<file path="config.mk">
export PLATFORM = sky130hd
export DESIGN_NAME = linked_pool_insert_delete_unit
export DESIGN_NICKNAME = d
export VERILOG_FILES = /design/src/hdl/lpid_pkg.sv /design/src/hdl/lpid_links.sv /design/src/hdl/lpid_data.sv /design/src/hdl/linked_pool_insert_delete_unit.sv
export SDC_FILE = /design/constraint.sdc
export NUM_CORES = 2
export LEC_CHECK = 0
export BUFFER_PORTS_ARGS = -buffer_cell sky130_fd_sc_hd__buf_2
export CORE_MARGIN = 4
export CORE_UTILIZATION = 34
export CTS_CLUSTER_DIAMETER = 100
export DETAILED_ROUTE_END_ITERATION = 12
export GPL_TIMING_DRIVEN = 0
export SYNTH_ARGS = -nofsm -noshare
export SYNTH_HDL_FRONTEND = slang
export SYNTH_SLANG_ARGS = --single-unit
</file>
<file path="constraint.sdc">
create_clock -name clk -period 7 [get_ports clk]
set_input_delay 0.7 -clock clk [delete_from_list [all_inputs] [get_ports clk]]
set_output_delay 0.7 -clock clk [all_outputs]
set_load 0.05 [all_outputs]
</file>
<file path="src/hdl/lpid_pkg.sv">
// lpid_pkg: shared types and constants for the linked pool insert/delete unit
// item structs, command and status codes, pool geometry and marker values
// no dependencies
package lpid_pkg;

  localparam int POOL_NODES = 16;
  localparam int IX_W       = 4;   // bits of a node index
  localparam int LINK_W     = 5;   // bits of a link, one more for nil

  localparam logic [LINK_W-1:0] NIL = LINK_W'(POOL_NODES);
  localparam logic [31:0] MARK_ID    = 32'hFFFF_FFFF;
  localparam logic [31:0] MARK_GRADE = 32'hBF80_0000;  // -1.0

  typedef enum logic [1:0] {
    CMD_INSERT = 2'd0,
    CMD_DELETE = 2'd1,
    CMD_READ   = 2'd2,
    CMD_NOP    = 2'd3
  } cmd_code_t;

  typedef enum logic [1:0] {
    ST_OK      = 2'd0,
    ST_FULL    = 2'd1,
    ST_EMPTY   = 2'd2,
    ST_NO_SUCC = 2'd3
  } status_code_t;

  typedef struct packed {
    logic [1:0]      command;
    logic            at_front;
    logic [IX_W-1:0] pred_index;
    logic [IX_W-1:0] read_index;
    logic [31:0]     student_id;
    logic [31:0]     grade_bits;
  } cmd_item_t;

  typedef struct packed {
    logic [1:0]        status;
    logic [LINK_W-1:0] node_used;
    logic [LINK_W-1:0] head_now;
    logic [LINK_W-1:0] free_now;
    logic              list_empty;
    logic              list_full;
    logic [31:0]       read_id;
    logic [31:0]       read_grade;
    logic [LINK_W-1:0] read_next;
  } rsp_item_t;

  // request from the link logic to the data store
  typedef struct packed {
    logic            wr_en;
    logic [IX_W-1:0] wr_ix;
    logic [31:0]     wr_id;
    logic [31:0]     wr_grade;
    logic            rd_en;
    logic [IX_W-1:0] rd_ix;
  } data_req_t;

  // per-item result of the link logic
  typedef struct packed {
    logic [1:0]        status;
    logic [LINK_W-1:0] used;
    logic [LINK_W-1:0] head;
    logic [LINK_W-1:0] free;
    logic [LINK_W-1:0] read_next;
    logic              is_read;
  } link_res_t;

endpackage

</file>
<file path="src/hdl/lpid_links.sv">
// lpid_links: link store, list head and free-list head with the update logic
// depends on lpid_pkg
module lpid_links (
  input  logic                clk,
  input  logic                rst,
  input  logic                go,
  input  lpid_pkg::cmd_item_t cmd,
  output lpid_pkg::data_req_t req,
  output lpid_pkg::link_res_t res
);

  localparam int N  = lpid_pkg::POOL_NODES;
  localparam int LW = lpid_pkg::LINK_W;
  localparam int IW = lpid_pkg::IX_W;

  logic [LW-1:0] links      [N];
  logic [LW-1:0] links_next [N];
  logic [LW-1:0] head, head_next;
  logic [LW-1:0] free, free_next;

  logic [IW-1:0] nf, nh, ns;
  logic [LW-1:0] succ;

  assign nf   = free[IW-1:0];
  assign nh   = head[IW-1:0];
  assign succ = links[cmd.pred_index];
  assign ns   = succ[IW-1:0];

  always_comb begin
    links_next   = links;
    head_next    = head;
    free_next    = free;
    res.status   = lpid_pkg::ST_OK;
    res.used     = lpid_pkg::NIL;
    res.read_next = lpid_pkg::NIL;
    res.is_read  = 1'b0;
    req.wr_en    = 1'b0;
    req.wr_ix    = nf;
    req.wr_id    = cmd.student_id;
    req.wr_grade = cmd.grade_bits;
    req.rd_en    = 1'b0;
    req.rd_ix    = cmd.read_index;
    case (cmd.command)
      lpid_pkg::CMD_INSERT: begin
        if (free == lpid_pkg::NIL) begin
          res.status = lpid_pkg::ST_FULL;
        end else begin
          free_next = links[nf];
          req.wr_en = go;
          res.used  = free;
          if (cmd.at_front) begin
            links_next[nf] = head;
            head_next      = free;
          end else begin
            // predecessor write last: wins when it is the new node itself
            links_next[nf]             = succ;
            links_next[cmd.pred_index] = free;
          end
        end
      end
      lpid_pkg::CMD_DELETE: begin
        req.wr_id    = lpid_pkg::MARK_ID;
        req.wr_grade = lpid_pkg::MARK_GRADE;
        if (head == lpid_pkg::NIL) begin
          res.status = lpid_pkg::ST_EMPTY;
        end else if (cmd.at_front) begin
          head_next      = links[nh];
          links_next[nh] = free;
          free_next      = head;
          req.wr_en      = go;
          req.wr_ix      = nh;
          res.used       = head;
        end else if (succ == lpid_pkg::NIL) begin
          res.status = lpid_pkg::ST_NO_SUCC;
        end else begin
          links_next[cmd.pred_index] = links[ns];
          links_next[ns]             = free;
          free_next                  = succ;
          req.wr_en                  = go;
          req.wr_ix                  = ns;
          res.used                   = succ;
        end
      end
      lpid_pkg::CMD_READ: begin
        req.rd_en     = go;
        res.is_read   = 1'b1;
        res.used      = LW'(cmd.read_index);
        res.read_next = links[cmd.read_index];
      end
      default: begin
      end
    endcase
    res.head = head_next;
    res.free = free_next;
  end

  always_ff @(posedge clk) begin
    if (rst) begin
      for (int i = 0; i < N; i++) begin
        links[i] <= LW'(i + 1);
      end
      head <= lpid_pkg::NIL;
      free <= '0;
    end else if (go) begin
      links <= links_next;
      head  <= head_next;
      free  <= free_next;
    end
  end

endmodule

</file>
<file path="src/hdl/lpid_data.sv">
// lpid_data: id and grade memories with per-entry valid bits
// depends on lpid_pkg; never-written entries read as the -1 markers
module lpid_data (
  input  logic                clk,
  input  logic                rst,
  input  lpid_pkg::data_req_t req,
  output logic [31:0]         rd_id,
  output logic [31:0]         rd_grade
);

  localparam int N = lpid_pkg::POOL_NODES;

  logic [31:0]  id_mem    [N];
  logic [31:0]  grade_mem [N];
  logic [N-1:0] vld;
  logic [31:0]  id_q, grade_q;
  logic         hit;

  always_ff @(posedge clk) begin
    if (req.wr_en) begin
      id_mem[req.wr_ix]    <= req.wr_id;
      grade_mem[req.wr_ix] <= req.wr_grade;
    end
    if (req.rd_en) begin
      id_q    <= id_mem[req.rd_ix];
      grade_q <= grade_mem[req.rd_ix];
    end
  end

  always_ff @(posedge clk) begin
    if (rst) begin
      vld <= '0;
      hit <= 1'b0;
    end else begin
      if (req.wr_en) begin
        vld[req.wr_ix] <= 1'b1;
      end
      if (req.rd_en) begin
        hit <= vld[req.rd_ix];
      end
    end
  end

  assign rd_id    = hit ? id_q    : lpid_pkg::MARK_ID;
  assign rd_grade = hit ? grade_q : lpid_pkg::MARK_GRADE;

endmodule

</file>
<file path="src/hdl/linked_pool_insert_delete_unit.sv">
// linked pool insert/delete unit: 16-node pool shared by one list and a free list
// an accepted item's result is registered and shown on rsp in the cycle after it is accepted
// throughput: 1 item per cycle while rsp is not stalled; each item reads and rewrites at most two links
//   and the two list heads in flip-flops, the id/grade memory has one port each way
// reset (rst, synchronous): node i links to i+1, data reads as -1 markers,
//   list empty, free list starts at node 0; ready in the first cycle after reset
module linked_pool_insert_delete_unit (
  input  logic                clk,
  input  logic                rst,
  input  logic                cmd_valid,
  output logic                cmd_stall,
  input  lpid_pkg::cmd_item_t cmd,
  output logic                rsp_valid,
  input  logic                rsp_stall,
  output lpid_pkg::rsp_item_t rsp
);

  // handshake: hold off only while the result register is full and not taken
  logic go;
  assign cmd_stall = rsp_valid & rsp_stall;
  assign go        = cmd_valid & ~cmd_stall;

  lpid_pkg::data_req_t req;
  lpid_pkg::link_res_t res;
  lpid_pkg::link_res_t meta;   // registered link result for the waiting item
  logic [31:0]         rd_id, rd_grade;

  // list and free-list links, all pointer updates happen here
  lpid_links u_links (
    .clk (clk),
    .rst (rst),
    .go  (go),
    .cmd (cmd),
    .req (req),
    .res (res)
  );

  // node payload; read data is registered in step with meta
  lpid_data u_data (
    .clk      (clk),
    .rst      (rst),
    .req      (req),
    .rd_id    (rd_id),
    .rd_grade (rd_grade)
  );

  // result register: payload needs no reset, valid does
  always_ff @(posedge clk) begin
    if (go) begin
      meta <= res;
    end
  end

  always_ff @(posedge clk) begin
    if (rst) begin
      rsp_valid <= 1'b0;
    end else if (go) begin
      rsp_valid <= 1'b1;
    end else if (!rsp_stall) begin
      rsp_valid <= 1'b0;
    end
  end

  // assemble the result item; read id and grade are zero and read_next is nil for anything but a read
  always_comb begin
    rsp.status     = meta.status;
    rsp.node_used  = meta.used;
    rsp.head_now   = meta.head;
    rsp.free_now   = meta.free;
    rsp.list_empty = (meta.head == lpid_pkg::NIL);
    rsp.list_full  = (meta.free == lpid_pkg::NIL);
    rsp.read_id    = meta.is_read ? rd_id    : '0;
    rsp.read_grade = meta.is_read ? rd_grade : '0;
    rsp.read_next  = meta.read_next;
  end

endmodule

</file>
# Word-level counts from Yosys, hierarchy flattened
# Memories as Yosys holds them, arrays and structs flattened. A register that Yosys moved wholly into a read port is not among the register bits.
# Index checks and enable logic that the tools add are counted.
[classes]
n_lt_le_gt_ge = 12
reduce_logical = 8
muxes = 75
bitwise_logic = 9
n_eq_ne = 11
[op_table]
columns = ["op", "n"]
rows = [
  ["$bwmux W80", 6],
  ["$mux W80", 5],
  ["$pmux W80 S2", 1],
  ["$mux W5", 29],
  ["$mux W32", 4],
  ["$bmux W5 S4", 5],
  ["$demux W5 S4", 4],
  ["$mux W68", 1],
  ["$eq A5 B5 Y1 const B", 5],
  ["$ge A5 B5 Y1 const B", 5],
  ["$not A4 Y5", 5],
  ["$lt A5 B1 Y1 const B", 4],
  ["$pmux W5 S2", 2],
  ["$or A16 B16 Y16", 1],
  ["$pmux W5 S3", 1],
  ["$lt A4 B5 Y1 const B", 2],
  ["$mux W1", 10],
  ["$mux W2", 3],
  ["$logic_and A1 B1 Y1", 5],
  ["$reduce_and A5 Y1", 1],
  ["$bmux W1 S4", 1],
  ["$demux W1 S4", 1],
  ["$ge A4 B1 Y1 const B", 1],
  ["$ne A2 B2 Y1 const B", 2],
  ["10 further kinds", 11],
]
[totals]
elab_cells = 144
mem_bits_rw = 1024
input_bits = 79
out_inout_bits = 90
regBits = 131
n_memories = 2
[memory_table]
columns = ["memory", "depth", "width", "read_ports", "rd_ports_with_merged_regs", "write_ports", "line_no", "source"]
rows = [
  ["u_data.grade_mem", 16, 32, 1, 1, 1, "lpid_data.sv:14", "logic [31:0] grade_mem [N];"],
  ["u_data.id_mem", 16, 32, 1, 1, 1, "lpid_data.sv:13", "logic [31:0] id_mem [N];"],
]

# Logic depth before layout (Yosys ltp)
[depth]
depth_word = 14
ltp_mapped = 14
ltp_nobuf = 9

# Modules after synthesis
# From an unflattened synthesis, not the netlist that was laid out.
[unflattened]
hier_cells = 3496
area_unflattened_um2 = 55648.4
[by_module_without_submodules]
columns = ["mod", "area_per_inst_um2", "seq_area_each_um2", "instances", "cells_each"]
rows = [
  ["lpid_data", 41543.6, 33011.7, 1, 1643],
  ["lpid_links", 12672.2, 1801.7, 1, 1729],
  ["linked_pool_insert_delete_unit", 1432.6, 710.7, 1, 124],
]

# Worst setup path after synthesis
# No wires, ideal clock.
[synth_path]
path_kind = "input -> register"
startpoint = "in cmd[68] (netlist name)"
endpoint = "mem u_data.grade_mem[2][0] (enable)"
t_arrival_ns = 5.640
stages = 11
path_buffers = 3
setup_time_ns = 0.488
setup_slack_ns = 0.872
t_required_ns = 6.512
cell_sequence = "buf_6 -> buf_8 -> mux4_2 -> a22o_1 -> nor2_4 -> o21ai_2 -> buf_4 -> o31a_1 -> o21ai_1 -> nand3_1 -> nor2_1"
[synth_between]
elab_chain_len = 11
word_cells_on_any_way = 12
classes_between = "1 x eq/ne; 10 x mux; 1 x bitwise"
[synth_lines]
columns = ["item", "line_no", "source"]
rows = [
  ["start, declared", "linked_pool_insert_delete_unit.sv:12", "input lpid_pkg::cmd_item_t cmd,"],
  ["$not A4 Y5 (not written as such) (*)", "lpid_links.sv:26", "assign succ = links[cmd.pred_index];"],
  ["$bmux W5 S4 (*)", "lpid_links.sv:26", ""],
  ["$mux W5 (not written as such) (*) (2 in series)", "lpid_links.sv:26", ""],
  ["$eq A5 B5 Y1", "lpid_links.sv:73", "end else if (succ == lpid_pkg::NIL) begin"],
  ["$mux W5 (*)", "lpid_links.sv:73", ""],
  ["$mux W5 (*)", "lpid_links.sv:66", "end else if (cmd.at_front) begin"],
  ["$mux W5 (*)", "lpid_links.sv:64", "if (head == lpid_pkg::NIL) begin"],
  ["$pmux W1 S2", "lpid_links.sv:43", "case (cmd.command)"],
  ["$mux W1", "lpid_data.sv:20", "if (req.wr_en) begin"],
  ["$mux W1 (not written as such)", "lpid_data.sv:22", "grade_mem[req.wr_ix] <= req.wr_grade;"],
  ["end, declared", "lpid_data.sv:14", ""],
]
# Mark *: on every way between the ends. The rest lies on a longest branch, timed or not. The select of a mux whose other input is x is not followed.

# Worst setup path in the final report
[layout_path]
startpoint = "reg u_links.free[1]"
endpoint = "reg meta (netlist bit rsp[82]) (data pin)"
[layout_between]
elab_chain_len = 3
[layout_lines]
columns = ["item", "line_no", "source"]
rows = [
  ["start, declared", "lpid_links.sv:19", "logic [LW-1:0] free, free_next;"],
  ["start signal, assigned", "lpid_links.sv:107", "free <= free_next;"],
  ["$eq A5 B5 Y1", "lpid_links.sv:45", "if (free == lpid_pkg::NIL) begin"],
  ["$mux W5 (*)", "lpid_links.sv:45", ""],
  ["$pmux W5 S3 (*)", "lpid_links.sv:43", ""],
  ["end signal, assigned", "linked_pool_insert_delete_unit.sv:50", "meta <= res;"],
  ["end, declared", "linked_pool_insert_delete_unit.sv:25", "lpid_pkg::link_res_t meta;"],
]
# Mark *: on every way between the ends. The rest lies on a longest branch, timed or not.
# A chain may end at the register's enable or synchronous reset.

==> impl_metrics.ini <==
[synthesis]
synth-edff-count = 1111
synth_nets = 3528
yosys_register_bits = 1219
synthTopCellsByCount = edfxtp_1, mux4_2, nand2_1, nor2_1, clkbuf_1
async_flop_share_pct = 0
ys_seq_area_share_pct = 63.8
synth.distinct_cells = 86
avgSynthCellArea_um2 = 16.1
yosys.area.top_type = edfxtp_1
syn_inst = 3449
synth_area_leaders = edfxtp_1, mux4_2, dfxtp_1
syn_area_um2 = 55700
ys.flop_type = edfxtp_1
netlist.area_leader.share_pct = 59.9
yosysMostFrequentCell = edfxtp_1
ys_warn_count = 0

[drt]
ant_nets = 0
vias_per_cell = 6.20
detail_route.iter0.violations = 5595
totalWireLength_mm = 229
detail_route.first_pass.iterations = 7
wl_per_cell_um = 37.6
drc = 0
vias = 37800

[setup_path]
r2r_end = rsp[82]$_SDFFCE_PN0P_
required_ns = 7.43
ff2ff_path_depth = 7
worst_ep_arrival_time_ns = 6.56
path_max_fanout = 10
path_class = reg -> reg
r2r_slack_ns = 0.87
r2r-start = u_links.free[1]$_SDFFE_PP0P_
end_kind = flip-flop
cp-start-kind = flip-flop

[power_and_ir_drop]
power_switching_share_pct = 26.4
combPwrFrac_pct = 10.9
power_frac_clock_pct = 42.0
power_density_nw_per_um2 = 262
leakage_nw = 20.5
power.total_mw = 17.1
irDropWorstVdd_mv = 0.238
p_int_mw = 12.6
p_switching_mw = 4.51
p_seq_share_pct = 47.2

[run_status]
status = complete, but fails checks
violations = capacitance limit, slew limit

[sta]
finalSetupViolations = 0
whs_ns = 0.171
skew_ns = 0.0624
fin_crit_sh_pct = 87.5
tightest_slew_ns = 1.52
setup_slack_ns = 0.872
rsz0062_at_grt = false
hold_viol = 0
period_minus_slack_ns = 6.13
slew_viol_final = 22
fmax_mhz = 163
max_slew_margin_pct = -1.55

[placed_design]
port_buffers = 163
gp_congestion = 1.06
hpwlAfterDp_mm = 161
placement.setup.worst_slack_ns = 0.507

[clock_tree]
clockRootBuffer = clkbuf_16
clockBufferDepth = 3
cts_setup_buffers = 0
htreeDepth = 4
ctsHoldBuffers = 0
cts_sinks = 1219
tritoncts = built
worstSkewPairLatency_ns = 0.80
cts_buffers = 136
path_clk_slew_ns = 0.06
post_cts_resize_count = 0

[global_routing]
grt_pass1_wl_mm = 313
grt_pass1_vias = 37200
grt_max_degree = 33
grt_antenna_before_repair = 12
grt.overflow.total = 0
grt.total_usage_pct = 26.6

[floorplanning]
io_pins = 169
dieArea_um2 = 170000
row_count = 148
die_w_um = 413
start_util_pct = 34.2
die_h_um = 413
core_um2 = 163000

[finish]
drive_above_1_share_pct = 25.7
area_delta_synth_final_pct = 17.2
postLayoutCoreUtil_pct = 40.1
num-fill-cells = 14800
nNetsFinal = 3889

[hold_path]
min_path_type = in -> reg
min_to = rsp_valid$_SDFFE_PP0P_
holdCritStartpoint = cmd_valid
hold_depth = 2

[flow_run]
drv_cap = 2
## flip-flops by register name, indices dropped and copies added (netlist names)
| register | count |
|---|---|
| rsp | 22 |
| rsp_valid | 1 |
| u_links.free | 5 |
| u_data.id_mem | 512 |
| u_data.grade_q | 32 |
| u_links.links | 80 |
| u_data.vld | 16 |
| meta | 1 |
| u_data.id_q | 32 |
| u_data.hit | 1 |
| u_links.head | 5 |
| u_data.grade_mem | 512 |
## cell families after synthesis
logic type	count (synthesis)	share of synthesized area (%)
DFF	1219	63.8
buffers and inverters	339	2.67
AOI/OAI and AO/OA	734	9.63
and+or+nand+nor	686	6.01
muxes	471	17.9
## placed cells by master, fill, tap and decap left out, types with 13 or more instances in the layout
cell type,netlist,final
clkinv_1,3,32
and2_1,40,40
a221oi_1,27,27
clkbuf_16,0,136
nor2_1,176,159
o21ai_0,111,111
mux4_2,411,411
mux2_2,28,28
buf_2,23,188
nor3_1,61,58
clkinv_2,0,16
a221o_1,15,15
o22ai_1,53,52
nand2_1,187,187
nand2b_1,59,59
nor3_2,10,13
buf_12,0,36
nand3_1,47,47
a32oi_1,16,16
buf_4,36,39
buf_16,0,21
o21a_1,13,13
nor2_4,3,20
a22o_1,37,37
mux2i_1,27,27
a31oi_1,35,35
and3_1,30,30
inv_1,57,57
edfxtp_1,1111,1111
or3_1,17,17
nor2b_1,14,14
a211oi_1,16,16
a21boi_0,45,45
a22oi_1,92,92
a222oi_1,27,27
dfxtp_1,108,108
clkbuf_1,164,178
o221ai_1,14,14
buf_1,49,45
a21oi_1,95,95
## cell type report
type / instances / area [um^2] / area share (%)
Antenna cell: 9 / 22.5 / 0.0345
Buffer: 278 / 1270 / 1.94
Clock buffer: 158 / 3520 / 5.39
Clock inverter: 81 / 991 / 1.52
Inverter: 61 / 230 / 0.353
Multi-Input combinational cell: 1891 / 18800 / 28.9
Sequential cell: 1219 / 35500 / 54.4
Tap cell: 2175 / 2720 / 4.17
Timing Repair Buffer: 223 / 2140 / 3.28
## layer usage
layer	vias to the layer above	GRT usage [%]	wire length, um
li1	15000	-	-
met4	4	13.4	13700
met3	518	6.13	21400
met1	20100	35.6	90800
met2	2281	40.7	103000
met5	-	0	34
## power by group through the flow
stage | clock network [mW] | logic [mW] | registers (mW)
final | 7.19 | 1.86 | 8.07
after global routing | 7.64 | 1.90 | 8.07
after CTS | 7.30 | 1.81 | 8.07
after detailed placement | 0 | 1.81 | 8.23
after global placement | 0 | 1.79 | 8.23
after floorplan | 0 | 1.02 | 8.21
## critical path: stages, from the launching register on
cell and delay (ns):
dfxtp_1 0.39, buf_1 0.79, clkbuf_1 0.91, clkbuf_1 0.78, clkbuf_1 1.01, clkbuf_2 0.74, mux2i_1 0.17, o21ai_0 0.93
## stage by stage
step                cells  area, um^2   TNS, ns
finish               6095       65200         0
floorplan            3449       55700         0
global route         6086       65200         0
detailed placement   5847       60700         0
global placement     5787       59200  -5261.67
CTS                  6086       65200         0
## how the worst max path moves through the flow
stage / start / end / slack (ns) / depth (start not counted)
6_report: u_links.free[1]$_SDFFE_PP0P_ / rsp[82]$_SDFFCE_PN0P_ / 0.87 / 7
5_1_grt: u_links.free[0]$_SDFFE_PP0P_ / u_data.id_mem[3][8]$_DFFE_PP_ / 0.87 / 10
4_1_cts: u_links.free[0]$_SDFFE_PP0P_ / u_data.id_mem[3][4]$_DFFE_PP_ / 1.09 / 10
3_5_place_dp: cmd[68] / u_data.id_mem[3][8]$_DFFE_PP_ / 0.51 / 13
3_3_place_gp: cmd[68] / u_data.id_mem[9][8]$_DFFE_PP_ / -5.21 / 11
2_1_floorplan: cmd[68] / u_data.grade_mem[2][0]$_DFFE_PP_ / 0.87 / 11
No activity file was read; power rests on OpenSTA's default activity.
